$ cat config.mk
export PLATFORM = sky130hd
export DESIGN_NAME = heading_and_pursuit_step
export DESIGN_NICKNAME = d
export VERILOG_FILES = /design/src/design/hps_pkg.sv /design/src/design/hps_div.sv /design/src/design/hps_sqrt.sv /design/src/design/hps_dp.sv /design/src/design/hps_ctrl.sv /design/src/design/heading_and_pursuit_step.sv
export VERILOG_INCLUDE_DIRS = /design/src /design/src/design
export SDC_FILE = /design/constraint.sdc
export NUM_CORES = 2
export LEC_CHECK = 0
export BUFFER_PORTS_ARGS = -buffer_cell sky130_fd_sc_hd__buf_4
export CAP_MARGIN = 20
export CORE_UTILIZATION = 65
export CTS_CLUSTER_DIAMETER = 120
export DETAILED_ROUTE_END_ITERATION = 10
export GPL_TIMING_DRIVEN = 0
export HOLD_SLACK_MARGIN = 0.05
export PLACE_DENSITY = 0.82
export SKIP_CTS_REPAIR_TIMING = 1
export SYNTH_ARGS = -nofsm -noshare
export SYNTH_HDL_FRONTEND = slang
export SYNTH_SLANG_ARGS = --single-unit
$ cat constraint.sdc
create_clock -name clock -period 14.05 [get_ports clock]
set_clock_uncertainty 0.2 [all_clocks]
set_input_delay 1.405 -clock clock [delete_from_list [all_inputs] [get_ports clock]]
set_output_delay 1.405 -clock clock [all_outputs]
set_load 0.02 [all_outputs]
$ cat src/design/assert_macros.svh
// Assertion macros shared by the heading and pursuit step design.
`ifndef ASSERT_MACROS_SVH
`define ASSERT_MACROS_SVH

// Check a property on every rising clock edge outside reset.
`define ASSERT_CLK(name, clk, rst, prop) \
   name: assert property (@(posedge clk) disable iff (rst) prop) \
      else $error("assertion failed: property violated");

// Check that a condition implies a consequence in the next cycle.
`define ASSERT_NEXT(name, clk, rst, ante, cons) \
   name: assert property (@(posedge clk) disable iff (rst) (ante) |=> (cons)) \
      else $error("assertion failed: next-cycle property violated");

`endif

$ cat src/design/hps_pkg.sv
// Package with constants, types and the arctangent table of the pursuit step.
`timescale 1ns / 1ps
package hps_pkg;

   localparam int CORDIC_STEPS = 16;
   localparam int ATAN_DEPTH   = 24;
   localparam int ATAN_IDX_W   = $clog2(ATAN_DEPTH);

   localparam int POS_W     = 24;
   localparam int HEAD_W    = 15;
   localparam int DT_W      = 16;
   localparam int DIFF_W    = POS_W + 1;
   localparam int CX_W      = POS_W + 4;
   localparam int Z_W       = 26;
   localparam int MUL_W     = 25;
   localparam int PROD_W    = 2 * MUL_W;
   localparam int DIV_NUM_W = 43;
   localparam int DIV_DEN_W = 25;
   localparam int ROOT_W    = 25;
   localparam int RAD_W     = 2 * ROOT_W;
   localparam int TURN_W    = 13;
   localparam int STEP_W    = 17;

   // rate scaling: floor((x + 7812) / 15625) as a reciprocal multiply, x below 2**30
   localparam int SCALED_W     = 30;
   localparam int RECIP_W      = 31;
   localparam int RECIP_SHIFT  = 44;
   localparam int RECIP_PROD_W = SCALED_W + RECIP_W;
   localparam logic [RECIP_W-1:0]  RECIP_MUL  = 31'd1125899907;
   localparam logic [SCALED_W-1:0] RATE_ROUND = 30'd7812;

   localparam int FULL_TURN  = 23040;
   localparam int HALF_TURN  = 11520;
   localparam int Z_HALF     = 180 * 65536;
   localparam int Z_ROUND    = 512;
   localparam int MICRO      = 1000000;
   localparam int MICRO_HALF = 500000;
   localparam int POS_MAX    = 8388607;
   localparam int POS_MIN    = -8388608;

   localparam int POS_X_RESET      = 102400;
   localparam int POS_Y_RESET      = 76800;
   localparam int TURN_RATE_RESET  = 90;
   localparam int MOVE_SPEED_RESET = 20;
   localparam int SNAP_TOL_RESET   = 32;
   localparam int MIN_DIST_RESET   = 128;

   localparam logic [7:0] CSR_TURN_RATE  = 8'd0;
   localparam logic [7:0] CSR_MOVE_SPEED = 8'd1;
   localparam logic [7:0] CSR_SNAP_TOL   = 8'd2;
   localparam logic [7:0] CSR_MIN_DIST   = 8'd3;

   typedef enum logic [4:0] {
      OP_NONE,
      OP_LOAD,
      OP_DIFF,
      OP_MUL_DX,
      OP_MUL_DY,
      OP_MUL_MIN,
      OP_MUL_TURN,
      OP_TURN_SAVE,
      OP_MUL_MOVE,
      OP_STEP_SAVE,
      OP_SQRT_GO,
      OP_DIST_SAVE,
      OP_CORDIC_INIT,
      OP_CORDIC_ITER,
      OP_BEARING,
      OP_HEADING,
      OP_MUL_AX,
      OP_DIV_AX_GO,
      OP_POS_X_SAVE,
      OP_MUL_AY,
      OP_DIV_AY_GO,
      OP_POS_Y_SAVE,
      OP_EMIT
   } op_type;

   typedef struct packed {
      op_type op;
   } cmd_type;

   typedef struct packed {
      logic div_done;
      logic sqrt_done;
      logic cordic_last;
      logic move_en;
   } stat_type;

   function automatic logic signed [Z_W-1:0] atan_z(input logic [ATAN_IDX_W-1:0] idx);
      logic signed [Z_W-1:0] v;
      case (idx)
         5'd0:    v = 26'sd2949120;
         5'd1:    v = 26'sd1740967;
         5'd2:    v = 26'sd919879;
         5'd3:    v = 26'sd466945;
         5'd4:    v = 26'sd234378;
         5'd5:    v = 26'sd117304;
         5'd6:    v = 26'sd58666;
         5'd7:    v = 26'sd29335;
         5'd8:    v = 26'sd14668;
         5'd9:    v = 26'sd7334;
         5'd10:   v = 26'sd3667;
         5'd11:   v = 26'sd1833;
         5'd12:   v = 26'sd917;
         5'd13:   v = 26'sd458;
         5'd14:   v = 26'sd229;
         5'd15:   v = 26'sd115;
         5'd16:   v = 26'sd57;
         5'd17:   v = 26'sd29;
         5'd18:   v = 26'sd14;
         5'd19:   v = 26'sd7;
         5'd20:   v = 26'sd4;
         5'd21:   v = 26'sd2;
         5'd22:   v = 26'sd1;
         default: v = 26'sd0;
      endcase
      return v;
   endfunction

endpackage

$ cat src/design/hps_div.sv
// Bit-serial restoring divider for the axis divisions by the distance.
`timescale 1ns / 1ps
module hps_div (
   input  logic                            clock,
   input  logic                            reset,
   input  logic                            start,
   input  logic [hps_pkg::DIV_NUM_W-1:0]   num,
   input  logic [hps_pkg::DIV_DEN_W-1:0]   den,
   output logic                            done,
   output logic [hps_pkg::DIV_NUM_W-1:0]   quo
);
   import hps_pkg::*;

   localparam int CNT_W = $clog2(DIV_NUM_W);

   logic                 busy_ff, done_ff;
   logic [CNT_W-1:0]     cnt_ff;
   logic [DIV_DEN_W-1:0] rem_ff, den_ff, rem_in;
   logic [DIV_NUM_W-1:0] quo_ff, quo_in;
   logic [DIV_DEN_W:0]   trial;
   logic                 ge;

   always_comb begin
      trial  = {rem_ff, quo_ff[DIV_NUM_W-1]};
      ge     = trial >= {1'b0, den_ff};
      rem_in = ge ? DIV_DEN_W'(trial - {1'b0, den_ff}) : trial[DIV_DEN_W-1:0];
      quo_in = {quo_ff[DIV_NUM_W-2:0], ge};
   end

   always_ff @(posedge clock) begin
      if (reset) begin
         busy_ff <= 1'b0;
         done_ff <= 1'b0;
         cnt_ff  <= '0;
      end else begin
         done_ff <= 1'b0;
         if (start) begin
            busy_ff <= 1'b1;
            cnt_ff  <= '0;
            rem_ff  <= '0;
            quo_ff  <= num;
            den_ff  <= den;
         end else if (busy_ff) begin
            rem_ff <= rem_in;
            quo_ff <= quo_in;
            cnt_ff <= cnt_ff + 1'b1;
            if (cnt_ff == CNT_W'(DIV_NUM_W - 1)) begin
               busy_ff <= 1'b0;
               done_ff <= 1'b1;
            end
         end
      end
   end

   assign done = done_ff;
   assign quo  = quo_ff;

endmodule

$ cat src/design/hps_sqrt.sv
// Digit-by-digit integer square root, one result bit per cycle.
`timescale 1ns / 1ps
module hps_sqrt (
   input  logic                         clock,
   input  logic                         reset,
   input  logic                         start,
   input  logic [hps_pkg::RAD_W-1:0]    rad,
   output logic                         done,
   output logic [hps_pkg::ROOT_W-1:0]   root
);
   import hps_pkg::*;

   localparam int CNT_W = $clog2(ROOT_W);
   localparam int REM_W = ROOT_W + 2;

   logic               busy_ff, done_ff;
   logic [CNT_W-1:0]   cnt_ff;
   logic [RAD_W-1:0]   rad_ff;
   logic [REM_W-1:0]   rem_ff, rem_in;
   logic [ROOT_W-1:0]  root_ff, root_in;
   logic [REM_W+1:0]   rem_sh, trial;
   logic               ge;

   always_comb begin
      rem_sh  = {rem_ff, rad_ff[RAD_W-1:RAD_W-2]};
      trial   = {2'b00, root_ff, 2'b01};
      ge      = rem_sh >= trial;
      rem_in  = ge ? REM_W'(rem_sh - trial) : rem_sh[REM_W-1:0];
      root_in = {root_ff[ROOT_W-2:0], ge};
   end

   always_ff @(posedge clock) begin
      if (reset) begin
         busy_ff <= 1'b0;
         done_ff <= 1'b0;
         cnt_ff  <= '0;
      end else begin
         done_ff <= 1'b0;
         if (start) begin
            busy_ff <= 1'b1;
            cnt_ff  <= '0;
            rem_ff  <= '0;
            root_ff <= '0;
            rad_ff  <= rad;
         end else if (busy_ff) begin
            rem_ff  <= rem_in;
            root_ff <= root_in;
            rad_ff  <= {rad_ff[RAD_W-3:0], 2'b00};
            cnt_ff  <= cnt_ff + 1'b1;
            if (cnt_ff == CNT_W'(ROOT_W - 1)) begin
               busy_ff <= 1'b0;
               done_ff <= 1'b1;
            end
         end
      end
   end

   assign done = done_ff;
   assign root = root_ff;

endmodule

$ cat src/design/hps_dp.sv
// Datapath: registers, shared multiplier, CORDIC, divider and square root.
`timescale 1ns / 1ps
`include "assert_macros.svh"
module hps_dp (
   input  logic               clock,
   input  logic               reset,
   input  hps_pkg::cmd_type   cmd,
   output hps_pkg::stat_type  stat,
   input  logic [63:0]        req_tdata,
   input  logic               csr_valid,
   input  logic [7:0]         csr_index,
   input  logic [15:0]        csr_data,
   output logic [63:0]        rsp_tdata
);
   import hps_pkg::*;

   logic [9:0]                turn_rate_ff;
   logic [11:0]               move_speed_ff;
   logic [7:0]                snap_tol_ff;
   logic [15:0]               min_dist_ff;
   logic signed [POS_W-1:0]   pos_x_ff, pos_y_ff, tx_ff, ty_ff, pos_in;
   logic [HEAD_W-1:0]         heading_ff, bear_ff, bear_in, heading_in;
   logic [DT_W-1:0]           dt_ff;
   logic signed [DIFF_W-1:0]  dx_ff, dy_ff, d_sel;
   logic [DIFF_W-1:0]         ax, ay;
   logic [PROD_W-1:0]         prod_ff, d2_ff, mul_in;
   logic [MUL_W-1:0]          mul_a, mul_b;
   logic                      turn_en_ff, move_en_ff;
   logic [TURN_W-1:0]         turn_ff;
   logic [STEP_W-1:0]         step_ff;
   logic [ROOT_W-1:0]         dist_ff, root;
   logic signed [CX_W-1:0]    cx_ff, cy_ff, cx_in, cy_in, xs, ys;
   logic signed [Z_W-1:0]     cz_ff, cz_in, zr, atan_v;
   logic [ATAN_IDX_W-1:0]     iter_ff;
   logic [63:0]               rsp_data_ff;
   logic                      div_start, div_done, sqrt_start, sqrt_done;
   logic [DIV_NUM_W-1:0]      div_num, quo;
   logic [DIV_DEN_W-1:0]      div_den;
   logic signed [16:0]        b_raw, b_mid, b_fin, diff0, adiff, diff1, h0, h1;
   logic                      snap;
   logic signed [POS_W+1:0]   p_sum, delta_s;
   logic signed [POS_W-1:0]   p_sel;
   logic [SCALED_W-1:0]       scaled;
   logic [RECIP_PROD_W-1:0]   recip_prod;

   assign ax = dx_ff[DIFF_W-1] ? DIFF_W'(-dx_ff) : DIFF_W'(dx_ff);
   assign ay = dy_ff[DIFF_W-1] ? DIFF_W'(-dy_ff) : DIFF_W'(dy_ff);

   always_comb begin
      mul_a = '0;
      mul_b = '0;
      case (cmd.op)
         OP_MUL_DX:   begin mul_a = ax; mul_b = ax; end
         OP_MUL_DY:   begin mul_a = ay; mul_b = ay; end
         OP_MUL_MIN:  begin mul_a = MUL_W'(min_dist_ff); mul_b = MUL_W'(min_dist_ff); end
         OP_MUL_TURN: begin mul_a = MUL_W'(turn_rate_ff); mul_b = MUL_W'(dt_ff); end
         OP_MUL_MOVE: begin mul_a = MUL_W'({move_speed_ff, 2'b0}); mul_b = MUL_W'(dt_ff); end
         OP_MUL_AX:   begin mul_a = MUL_W'(step_ff); mul_b = ax; end
         OP_MUL_AY:   begin mul_a = MUL_W'(step_ff); mul_b = ay; end
         default: ;
      endcase
      mul_in = mul_a * mul_b;
   end

   assign scaled     = prod_ff[SCALED_W-1:0] + RATE_ROUND;
   assign recip_prod = RECIP_PROD_W'(scaled) * RECIP_PROD_W'(RECIP_MUL);

   always_comb begin
      div_start  = (cmd.op == OP_DIV_AX_GO) || (cmd.op == OP_DIV_AY_GO);
      div_num    = prod_ff[DIV_NUM_W-1:0] + DIV_NUM_W'(dist_ff[ROOT_W-1:1]);
      div_den    = dist_ff;
      sqrt_start = cmd.op == OP_SQRT_GO;
   end

   hps_div u_div (
      .clock (clock),
      .reset (reset),
      .start (div_start),
      .num   (div_num),
      .den   (div_den),
      .done  (div_done),
      .quo   (quo)
   );

   hps_sqrt u_sqrt (
      .clock (clock),
      .reset (reset),
      .start (sqrt_start),
      .rad   (d2_ff),
      .done  (sqrt_done),
      .root  (root)
   );

   always_comb begin
      xs     = cx_ff >>> iter_ff;
      ys     = cy_ff >>> iter_ff;
      atan_v = atan_z(iter_ff);
      if (cy_ff > 0) begin
         cx_in = cx_ff + ys;
         cy_in = cy_ff - xs;
         cz_in = cz_ff + atan_v;
      end else begin
         cx_in = cx_ff - ys;
         cy_in = cy_ff + xs;
         cz_in = cz_ff - atan_v;
      end
   end

   always_comb begin
      zr      = cz_ff + Z_W'(Z_ROUND);
      b_raw   = 17'(zr >>> 10);
      b_mid   = (b_raw > 17'(FULL_TURN)) ? b_raw - 17'(FULL_TURN) : b_raw;
      b_fin   = (b_mid <= 17'sd0) ? b_mid + 17'(FULL_TURN) : b_mid;
      bear_in = b_fin[HEAD_W-1:0];
   end

   always_comb begin
      diff0 = $signed({2'b00, bear_ff}) - $signed({2'b00, heading_ff});
      adiff = diff0[16] ? -diff0 : diff0;
      snap  = adiff < $signed({9'b0, snap_tol_ff});
      if (adiff > 17'(HALF_TURN)) begin
         diff1 = (diff0 <= 17'sd0) ? diff0 + 17'(FULL_TURN) : diff0 - 17'(FULL_TURN);
      end else begin
         diff1 = diff0;
      end
      if (snap) begin
         h0 = $signed({2'b00, bear_ff});
      end else if (diff1 < 17'sd0) begin
         h0 = $signed({2'b00, heading_ff}) - $signed({4'b0, turn_ff});
      end else begin
         h0 = $signed({2'b00, heading_ff}) + $signed({4'b0, turn_ff});
      end
      if (h0 < 17'sd0) begin
         h1 = h0 + 17'(FULL_TURN);
      end else if (h0 >= 17'(FULL_TURN)) begin
         h1 = h0 - 17'(FULL_TURN);
      end else begin
         h1 = h0;
      end
      heading_in = h1[HEAD_W-1:0];
   end

   always_comb begin
      if (cmd.op == OP_POS_X_SAVE) begin
         d_sel = dx_ff;
         p_sel = pos_x_ff;
      end else begin
         d_sel = dy_ff;
         p_sel = pos_y_ff;
      end
      delta_s = $signed({9'b0, quo[STEP_W-1:0]});
      p_sum   = d_sel[DIFF_W-1] ? (POS_W+2)'(p_sel) - delta_s : (POS_W+2)'(p_sel) + delta_s;
      if (p_sum > (POS_W+2)'(POS_MAX)) begin
         pos_in = POS_W'(POS_MAX);
      end else if (p_sum < (POS_W+2)'(POS_MIN)) begin
         pos_in = POS_W'(POS_MIN);
      end else begin
         pos_in = p_sum[POS_W-1:0];
      end
   end

   always_ff @(posedge clock) begin
      if (reset) begin
         turn_rate_ff  <= 10'(TURN_RATE_RESET);
         move_speed_ff <= 12'(MOVE_SPEED_RESET);
         snap_tol_ff   <= 8'(SNAP_TOL_RESET);
         min_dist_ff   <= 16'(MIN_DIST_RESET);
         pos_x_ff      <= POS_W'(POS_X_RESET);
         pos_y_ff      <= POS_W'(POS_Y_RESET);
         heading_ff    <= '0;
         turn_en_ff    <= 1'b0;
         move_en_ff    <= 1'b0;
         iter_ff       <= '0;
      end else begin
         if (csr_valid) begin
            case (csr_index)
               CSR_TURN_RATE:  turn_rate_ff  <= csr_data[9:0];
               CSR_MOVE_SPEED: move_speed_ff <= csr_data[11:0];
               CSR_SNAP_TOL:   snap_tol_ff   <= csr_data[7:0];
               CSR_MIN_DIST:   min_dist_ff   <= csr_data;
               default: ;
            endcase
         end
         case (cmd.op)
            OP_LOAD: begin
               tx_ff <= req_tdata[23:0];
               ty_ff <= req_tdata[47:24];
               dt_ff <= req_tdata[63:48];
            end
            OP_DIFF: begin
               dx_ff <= DIFF_W'(tx_ff) - DIFF_W'(pos_x_ff);
               dy_ff <= DIFF_W'(ty_ff) - DIFF_W'(pos_y_ff);
            end
            OP_MUL_DX:   prod_ff <= mul_in;
            OP_MUL_DY: begin
               d2_ff   <= prod_ff;
               prod_ff <= mul_in;
            end
            OP_MUL_MIN: begin
               d2_ff   <= d2_ff + prod_ff;
               prod_ff <= mul_in;
            end
            OP_MUL_TURN: begin
               turn_en_ff <= d2_ff > prod_ff;
               move_en_ff <= d2_ff != '0;
               prod_ff    <= mul_in;
            end
            OP_TURN_SAVE: turn_ff <= recip_prod[RECIP_SHIFT +: TURN_W];
            OP_MUL_MOVE:  prod_ff <= mul_in;
            OP_STEP_SAVE: step_ff <= recip_prod[RECIP_SHIFT +: STEP_W];
            OP_DIST_SAVE: dist_ff <= root;
            OP_CORDIC_INIT: begin
               iter_ff <= '0;
               if (dx_ff[DIFF_W-1]) begin
                  cx_ff <= -CX_W'(dx_ff);
                  cy_ff <= -CX_W'(dy_ff);
                  cz_ff <= Z_W'(Z_HALF);
               end else begin
                  cx_ff <= CX_W'(dx_ff);
                  cy_ff <= CX_W'(dy_ff);
                  cz_ff <= '0;
               end
            end
            OP_CORDIC_ITER: begin
               cx_ff   <= cx_in;
               cy_ff   <= cy_in;
               cz_ff   <= cz_in;
               iter_ff <= iter_ff + 1'b1;
            end
            OP_BEARING: bear_ff <= bear_in;
            OP_HEADING: begin
               if (turn_en_ff) begin
                  heading_ff <= heading_in;
               end
            end
            OP_MUL_AX:     prod_ff  <= mul_in;
            OP_POS_X_SAVE: pos_x_ff <= pos_in;
            OP_MUL_AY:     prod_ff  <= mul_in;
            OP_POS_Y_SAVE: pos_y_ff <= pos_in;
            OP_EMIT:       rsp_data_ff <= {1'b0, heading_ff, pos_y_ff, pos_x_ff};
            default: ;
         endcase
      end
   end

   assign stat.div_done    = div_done;
   assign stat.sqrt_done   = sqrt_done;
   assign stat.cordic_last = iter_ff == ATAN_IDX_W'(CORDIC_STEPS - 1);
   assign stat.move_en     = move_en_ff;
   assign rsp_tdata        = rsp_data_ff;

   `ASSERT_NEXT(a_heading_wrapped, clock, reset, cmd.op == OP_HEADING, heading_ff < 15'(FULL_TURN))
   `ASSERT_NEXT(a_cordic_start, clock, reset, cmd.op == OP_CORDIC_INIT, iter_ff == '0)

endmodule

$ cat src/design/hps_ctrl.sv
// Controller: sequences one transaction through the datapath operations.
`timescale 1ns / 1ps
`include "assert_macros.svh"
module hps_ctrl (
   input  logic               clock,
   input  logic               reset,
   input  hps_pkg::stat_type  stat,
   output hps_pkg::cmd_type   cmd,
   input  logic               req_tvalid,
   output logic               req_tready,
   output logic               rsp_tvalid,
   input  logic               rsp_tready
);
   import hps_pkg::*;

   typedef enum logic [4:0] {
      S_IDLE, S_DIFF, S_MUL_DX, S_MUL_DY, S_MUL_MIN, S_MUL_TURN,
      S_SAVE_TURN, S_MUL_MOVE, S_SAVE_STEP, S_SQRT, S_WAIT_SQRT, S_SAVE_DIST,
      S_CORDIC_INIT, S_CORDIC, S_BEARING, S_HEADING, S_MUL_AX, S_DIV_AX, S_WAIT_AX,
      S_SAVE_AX, S_MUL_AY, S_DIV_AY, S_WAIT_AY, S_SAVE_AY, S_EMIT
   } state_type;

   state_type state_ff, state_in;
   logic      rsp_valid_ff, rsp_valid_in, emit_go;
   logic      div_wait;

   always_comb begin
      state_in = state_ff;
      cmd.op   = OP_NONE;
      emit_go  = 1'b0;
      case (state_ff)
         S_IDLE: begin
            if (req_tvalid) begin
               cmd.op   = OP_LOAD;
               state_in = S_DIFF;
            end
         end
         S_DIFF:      begin cmd.op = OP_DIFF;        state_in = S_MUL_DX;    end
         S_MUL_DX:    begin cmd.op = OP_MUL_DX;      state_in = S_MUL_DY;    end
         S_MUL_DY:    begin cmd.op = OP_MUL_DY;      state_in = S_MUL_MIN;   end
         S_MUL_MIN:   begin cmd.op = OP_MUL_MIN;     state_in = S_MUL_TURN;  end
         S_MUL_TURN:  begin cmd.op = OP_MUL_TURN;    state_in = S_SAVE_TURN; end
         S_SAVE_TURN: begin cmd.op = OP_TURN_SAVE;   state_in = S_MUL_MOVE;  end
         S_MUL_MOVE:  begin cmd.op = OP_MUL_MOVE;    state_in = S_SAVE_STEP; end
         S_SAVE_STEP: begin cmd.op = OP_STEP_SAVE;   state_in = S_SQRT;      end
         S_SQRT:      begin cmd.op = OP_SQRT_GO;     state_in = S_WAIT_SQRT; end
         S_WAIT_SQRT: if (stat.sqrt_done) state_in = S_SAVE_DIST;
         S_SAVE_DIST: begin cmd.op = OP_DIST_SAVE;   state_in = S_CORDIC_INIT; end
         S_CORDIC_INIT: begin cmd.op = OP_CORDIC_INIT; state_in = S_CORDIC;  end
         S_CORDIC: begin
            cmd.op = OP_CORDIC_ITER;
            if (stat.cordic_last) state_in = S_BEARING;
         end
         S_BEARING:   begin cmd.op = OP_BEARING;     state_in = S_HEADING;   end
         S_HEADING: begin
            cmd.op   = OP_HEADING;
            state_in = stat.move_en ? S_MUL_AX : S_EMIT;
         end
         S_MUL_AX:    begin cmd.op = OP_MUL_AX;      state_in = S_DIV_AX;    end
         S_DIV_AX:    begin cmd.op = OP_DIV_AX_GO;   state_in = S_WAIT_AX;   end
         S_WAIT_AX:   if (stat.div_done) state_in = S_SAVE_AX;
         S_SAVE_AX:   begin cmd.op = OP_POS_X_SAVE;  state_in = S_MUL_AY;    end
         S_MUL_AY:    begin cmd.op = OP_MUL_AY;      state_in = S_DIV_AY;    end
         S_DIV_AY:    begin cmd.op = OP_DIV_AY_GO;   state_in = S_WAIT_AY;   end
         S_WAIT_AY:   if (stat.div_done) state_in = S_SAVE_AY;
         S_SAVE_AY:   begin cmd.op = OP_POS_Y_SAVE;  state_in = S_EMIT;      end
         S_EMIT: begin
            if (!rsp_valid_ff || rsp_tready) begin
               cmd.op   = OP_EMIT;
               emit_go  = 1'b1;
               state_in = S_IDLE;
            end
         end
         default: state_in = S_IDLE;
      endcase
      rsp_valid_in = (rsp_valid_ff && !rsp_tready) || emit_go;
   end

   always_ff @(posedge clock) begin
      if (reset) begin
         state_ff     <= S_IDLE;
         rsp_valid_ff <= 1'b0;
      end else begin
         state_ff     <= state_in;
         rsp_valid_ff <= rsp_valid_in;
      end
   end

   assign req_tready = state_ff == S_IDLE;
   assign rsp_tvalid = rsp_valid_ff;
   assign div_wait   = (state_ff == S_WAIT_AX) || (state_ff == S_WAIT_AY);

   `ASSERT_CLK(a_div_done_waits, clock, reset, stat.div_done |-> div_wait)
   `ASSERT_CLK(a_sqrt_done_waits, clock, reset, stat.sqrt_done |-> state_ff == S_WAIT_SQRT)
   `ASSERT_CLK(a_rsp_from_emit, clock, reset, $rose(rsp_tvalid) |-> $past(state_ff == S_EMIT))

endmodule

$ cat src/design/heading_and_pursuit_step.sv
// Top level of the slew-rate-limited pursuit steering step.
// One transaction in flight; a new request is taken only when the last one is done.
// Transaction time is set by two bit-serial divisions by the distance (only when the
// object moves), a square root and CORDIC_STEPS iterations; a result not yet taken
// stalls the next one. Synchronous reset: position (400, 300) pixels, heading zero,
// registers at defaults.
`timescale 1ns / 1ps
module heading_and_pursuit_step (
   input  logic        clock,
   input  logic        reset,
   input  logic        req_tvalid,
   output logic        req_tready,
   input  logic [63:0] req_tdata,   // target_x[23:0], target_y[47:24], time_step_us[63:48]
   output logic        rsp_tvalid,
   input  logic        rsp_tready,
   output logic [63:0] rsp_tdata,   // position_x_out[23:0], position_y_out[47:24],
                                    // heading_out[62:48], zero[63]
   input  logic        csr_valid,
   output logic        csr_ready,
   input  logic [7:0]  csr_index,
   input  logic [15:0] csr_data
);
   import hps_pkg::*;

   cmd_type  cmd;
   stat_type stat;

   assign csr_ready = 1'b1;

   hps_ctrl u_ctrl (
      .clock      (clock),
      .reset      (reset),
      .stat       (stat),
      .cmd        (cmd),
      .req_tvalid (req_tvalid),
      .req_tready (req_tready),
      .rsp_tvalid (rsp_tvalid),
      .rsp_tready (rsp_tready)
   );

   hps_dp u_dp (
      .clock     (clock),
      .reset     (reset),
      .cmd       (cmd),
      .stat      (stat),
      .req_tdata (req_tdata),
      .csr_valid (csr_valid),
      .csr_index (csr_index),
      .csr_data  (csr_data),
      .rsp_tdata (rsp_tdata)
   );

endmodule

==> run_results.csv <==
group,metric,value,unit
timing,grt_setup_unrepaired,"false",
final_layout,area.sequential,21920,sq um
final_layout,layout_commonest_cell,"sky130_fd_sc_hd__inv_1",
final_layout,final_cell_area,94250,sq um
power_and_ir_drop,total_power,16.94,mW
final_layout,ratio_of_cells_with_drive_above_1_in_the_final_layout,0.05262,
global_routing,groute.usage.overall,0.4357,
detailed_routing,drtIter0Drc,9633,
logic_synthesis,post_synth_instance_area,87060,sq um
die,count_of_pins_on_the_block_boundary,160,
detailed_routing,routed_wl,295.4,mm
power_and_ir_drop,share_seq_of_total_power,0.165,
worst_setup_path,critical_path.top_delay_family,"compound AO/OA/AOI/OAI gates",
worst_hold_path,worstHoldPathCells,0,
logic_synthesis,ys_seq_area_frac,0.2518,
timing,hold-worst-slack,0.2271,ns
detailed_routing,drcViolationCount,0,
logic_synthesis,synth_nets,11448,
final_layout,area_growth_syn_to_layout,8.252,%
logic_synthesis,synthTopCellsByArea,"sky130_fd_sc_hd__edfxtp_1 (22%), sky130_fd_sc_hd__fa_1 (20%), sky130_fd_sc_hd__ha_1 (13%)",
place,finalWeightedCongestion,1.085,
detailed_routing,antenna_left,0,
cts,cts.reportedPaths.clkPinSlew,0.06,ns
power_and_ir_drop,power_frac_clock,0.141,
timing,setup_ws,0.1694,ns
worst_setup_path,worstPathArrival,14.22,ns
logic_synthesis,synthCells,9585,
timing,max_freq,0.07204,GHz
logic_synthesis,synth-edff-count,624,
die,die_area,135400,sq um
final_layout,mostFrequentLayoutCells,"sky130_fd_sc_hd__inv_1 (1,525), sky130_fd_sc_hd__nand2_1 (1,117), sky130_fd_sc_hd__ha_1 (919)",
worst_setup_path,crit_path_max_incr_delay,0.69,ns
logic_synthesis,synthesized_flop_and_latch_total,783,
worst_setup_path,crit_fanout,10,
worst_setup_path,timing.critical_path.from_type,"input port",
worst_setup_path,worst_r2r_path_depth,39,
place,preCtsSetupSlack,-0.9401,ns
die,die_w,368.0,um
final_layout,area_occupied_by_multi_input_gates,58320,sq um
timing,slew-limit-headroom,0.1196,
power_and_ir_drop,total_leakage_power,42.44,nW
worst_setup_path,critPathKind,"in -> reg",
logic_synthesis,avgSynthCellArea,9.083,sq um
cts,clock_tree.htree_level_count,3,
timing,final-setup-viol-count,0,
cts,cts_tree,"yes",
detailed_routing,wire_length_per_cell_after_detailed_routing,25.20,um
worst_setup_path,number_of_buffer_and_inverter_instances_along_the_worst_setup_path,11,
power_and_ir_drop,switching_share,0.4741,
detailed_routing,drtPass1Iterations,8,
power_and_ir_drop,p_per_area,179.7,nW/um^2
global_routing,initial_antenna_violation_count,17,
worst_setup_path,timing.critical_path.slowest_stage_cell,"sky130_fd_sc_hd__a41oi_1",
final_layout,fill_cells,9965,
cts,clock-root-buffer,"sky130_fd_sc_hd__clkbuf_16",
global_routing,first_global_vias,73547,
die,initial_core_util,0.6589,
die,dieHeight,368.0,um
logic_synthesis,post-synth-top-area-fraction,0.2152,
global_routing,global_route_wire_length_before_repair,442.7,mm
place,place_area,91230,sq um
die,core_region_area,132100,sq um
worst_setup_path,critPathRequiredTime,14.39,ns
timing,timing.final.hold_violations,0,
timing,final_max_tran_viols,0,
detailed_routing,vias_per_cell,6.339,
logic_synthesis,total_number_of_yosys_warnings,0,
cts,clk-insertion-delay-late,0.73,ns
final_layout,stdcell_count,11723,
logic_synthesis,synth_cell_type_count,95,
outcome,status,"completed",
timing,finalSetupTns,0,ns
final_layout,finish.net_count,11748,
global_routing,largest_net_degree_at_the_start_of_global_routing,33,
die,standard_cell_row_count,133,
timing,period_utilization_post_route,0.9879,
power_and_ir_drop,p_int,8.909,mW
timing,slew_at_the_pin_closest_to_its_max_slew_limit,1.318,ns
flow_run,reported_max_cap_violation_count,0,
final_layout,finish.utilization,0.7133,
cts,clkSinkCount,783,
cts,numCtsBuffers,86,
place,placement.io_buffers,156,
power_and_ir_drop,combPwrFrac,0.694,
worst_hold_path,timing.hold.worst.class,"reg -> reg",
cts,clock_path_buffers,3,
global_routing,grt_remaining_overflow,0,
place,dp_hpwl,242.1,mm
place,placed_cells,11550,
worst_setup_path,worstSetupPathDepth,43,
logic_synthesis,synth-main-ff-cell,"sky130_fd_sc_hd__edfxtp_1",
timing,period_needed,13.88,ns
logic_synthesis,postSynth.asyncResetShare,0,
logic_synthesis,synth_top_cell_by_area,"sky130_fd_sc_hd__edfxtp_1",
worst_setup_path,category_of_the_worst_setup_path_capture_point,"flip-flop",
detailed_routing,detailroute.via_count,74315,
power_and_ir_drop,switching_power,8.032,mW
power_and_ir_drop,vdd_ir_drop_max,0.0008231,V
flip-flops by register name, indices dropped and copies added (netlist names), 25 cells and up:
signal and cells:
u_dp.cz_ff 26, u_dp.prod_ff 50, u_dp.cx_ff 28, u_dp.dx_ff 25, u_dp.u_sqrt.root 25, u_dp.d2_ff 50
u_dp.u_div.den_ff 25, u_dp.u_div.rem_ff 25, u_dp.rsp_tdata 63, u_dp.cy_ff 28, u_dp.u_div.quo 43, u_dp.dy_ff 25
u_dp.u_sqrt.rad_ff 50, u_dp.u_sqrt.rem_ff 27, u_dp.dist_ff 25
layout make-up:
class | count | area share
Sequential cell | 783 | 0.2326
Buffer | 334 | 0.01374
Inverter | 1530 | 0.06093
Clock inverter | 52 | 0.006266
Antenna cell | 10 | 0.0002655
Multi-Input combinational cell | 6937 | 0.6188
Timing Repair Buffer | 213 | 0.01921
Tap cell | 1755 | 0.02330
Clock buffer | 109 | 0.02489
cells by family after synthesis:
| kind of cell | Yosys count | share of synthesized area |
|---|---|---|
| fa+ha+maj | 1774 | 0.3282 |
| simple gates | 2850 | 0.1456 |
| buf+inv | 1865 | 0.08085 |
| xor+xnor | 475 | 0.04778 |
| other cells | 2 | 0.00008626 |
| mux | 202 | 0.02644 |
| flops | 783 | 0.2518 |
| compound gates | 1634 | 0.1192 |
layer usage:
layer | GRT usage | wire length (um) | share of wire
met1 | 0.5742 | 111400 | 0.38
met2 | 0.6445 | 125300 | 0.42
met3 | 0.1255 | 38650 | 0.13
met4 | 0.2445 | 19980 | 0.068
met5 | 0 | 58 | 0.00020
power groups by stage:
stage / logic (mW) / clock network [mW] / registers [mW]
after global placement: 10.9 / 0 / 2.86
after floorplan: 7.81 / 0 / 2.83
after global routing: 13.3 / 2.46 / 2.81
after detailed placement: 11.4 / 0 / 2.85
after CTS: 11.6 / 2.38 / 2.80
final: 11.8 / 2.38 / 2.80
final timing paths:
kind	slack [ns]	from	endpoint
max	0.17	rsp_tready	u_dp.prod_ff[49]
min	0.23	u_dp.dist_ff[0]	u_dp.u_div.den_ff[0]
max reg2reg	0.40	u_ctrl.state_ff[4]	u_dp.prod_ff[49]
min reg2reg	0.23	u_dp.dist_ff[0]	u_dp.u_div.den_ff[0]
cell usage after synthesis (all sizes together), types with 14 or more instances:
master   number
or2          39
ha          919
nor2        862
nor2b        69
nand2      1117
mux2         31
buf          46
xor2        181
o2111ai      16
o21bai       55
a22oi        20
a211o        33
nor3        167
o22ai        25
o21ai       501
a21oi       386
edfxtp      624
nor4         51
a21o         78
o211ai       45
nand4        51
a21boi       65
xnor2       294
a211oi       82
o21a         57
mux2i       152
o31ai        60
or4          22
fa          851
nand3       126
a221oi       16
and2         73
or3          86
inv        1527
dfxtp       159
a31oi        37
mux4         19
o221ai       19
nand2b       92
and3         42
o22a         14
clkbuf      289
No activity file was read; power rests on OpenSTA's default activity.
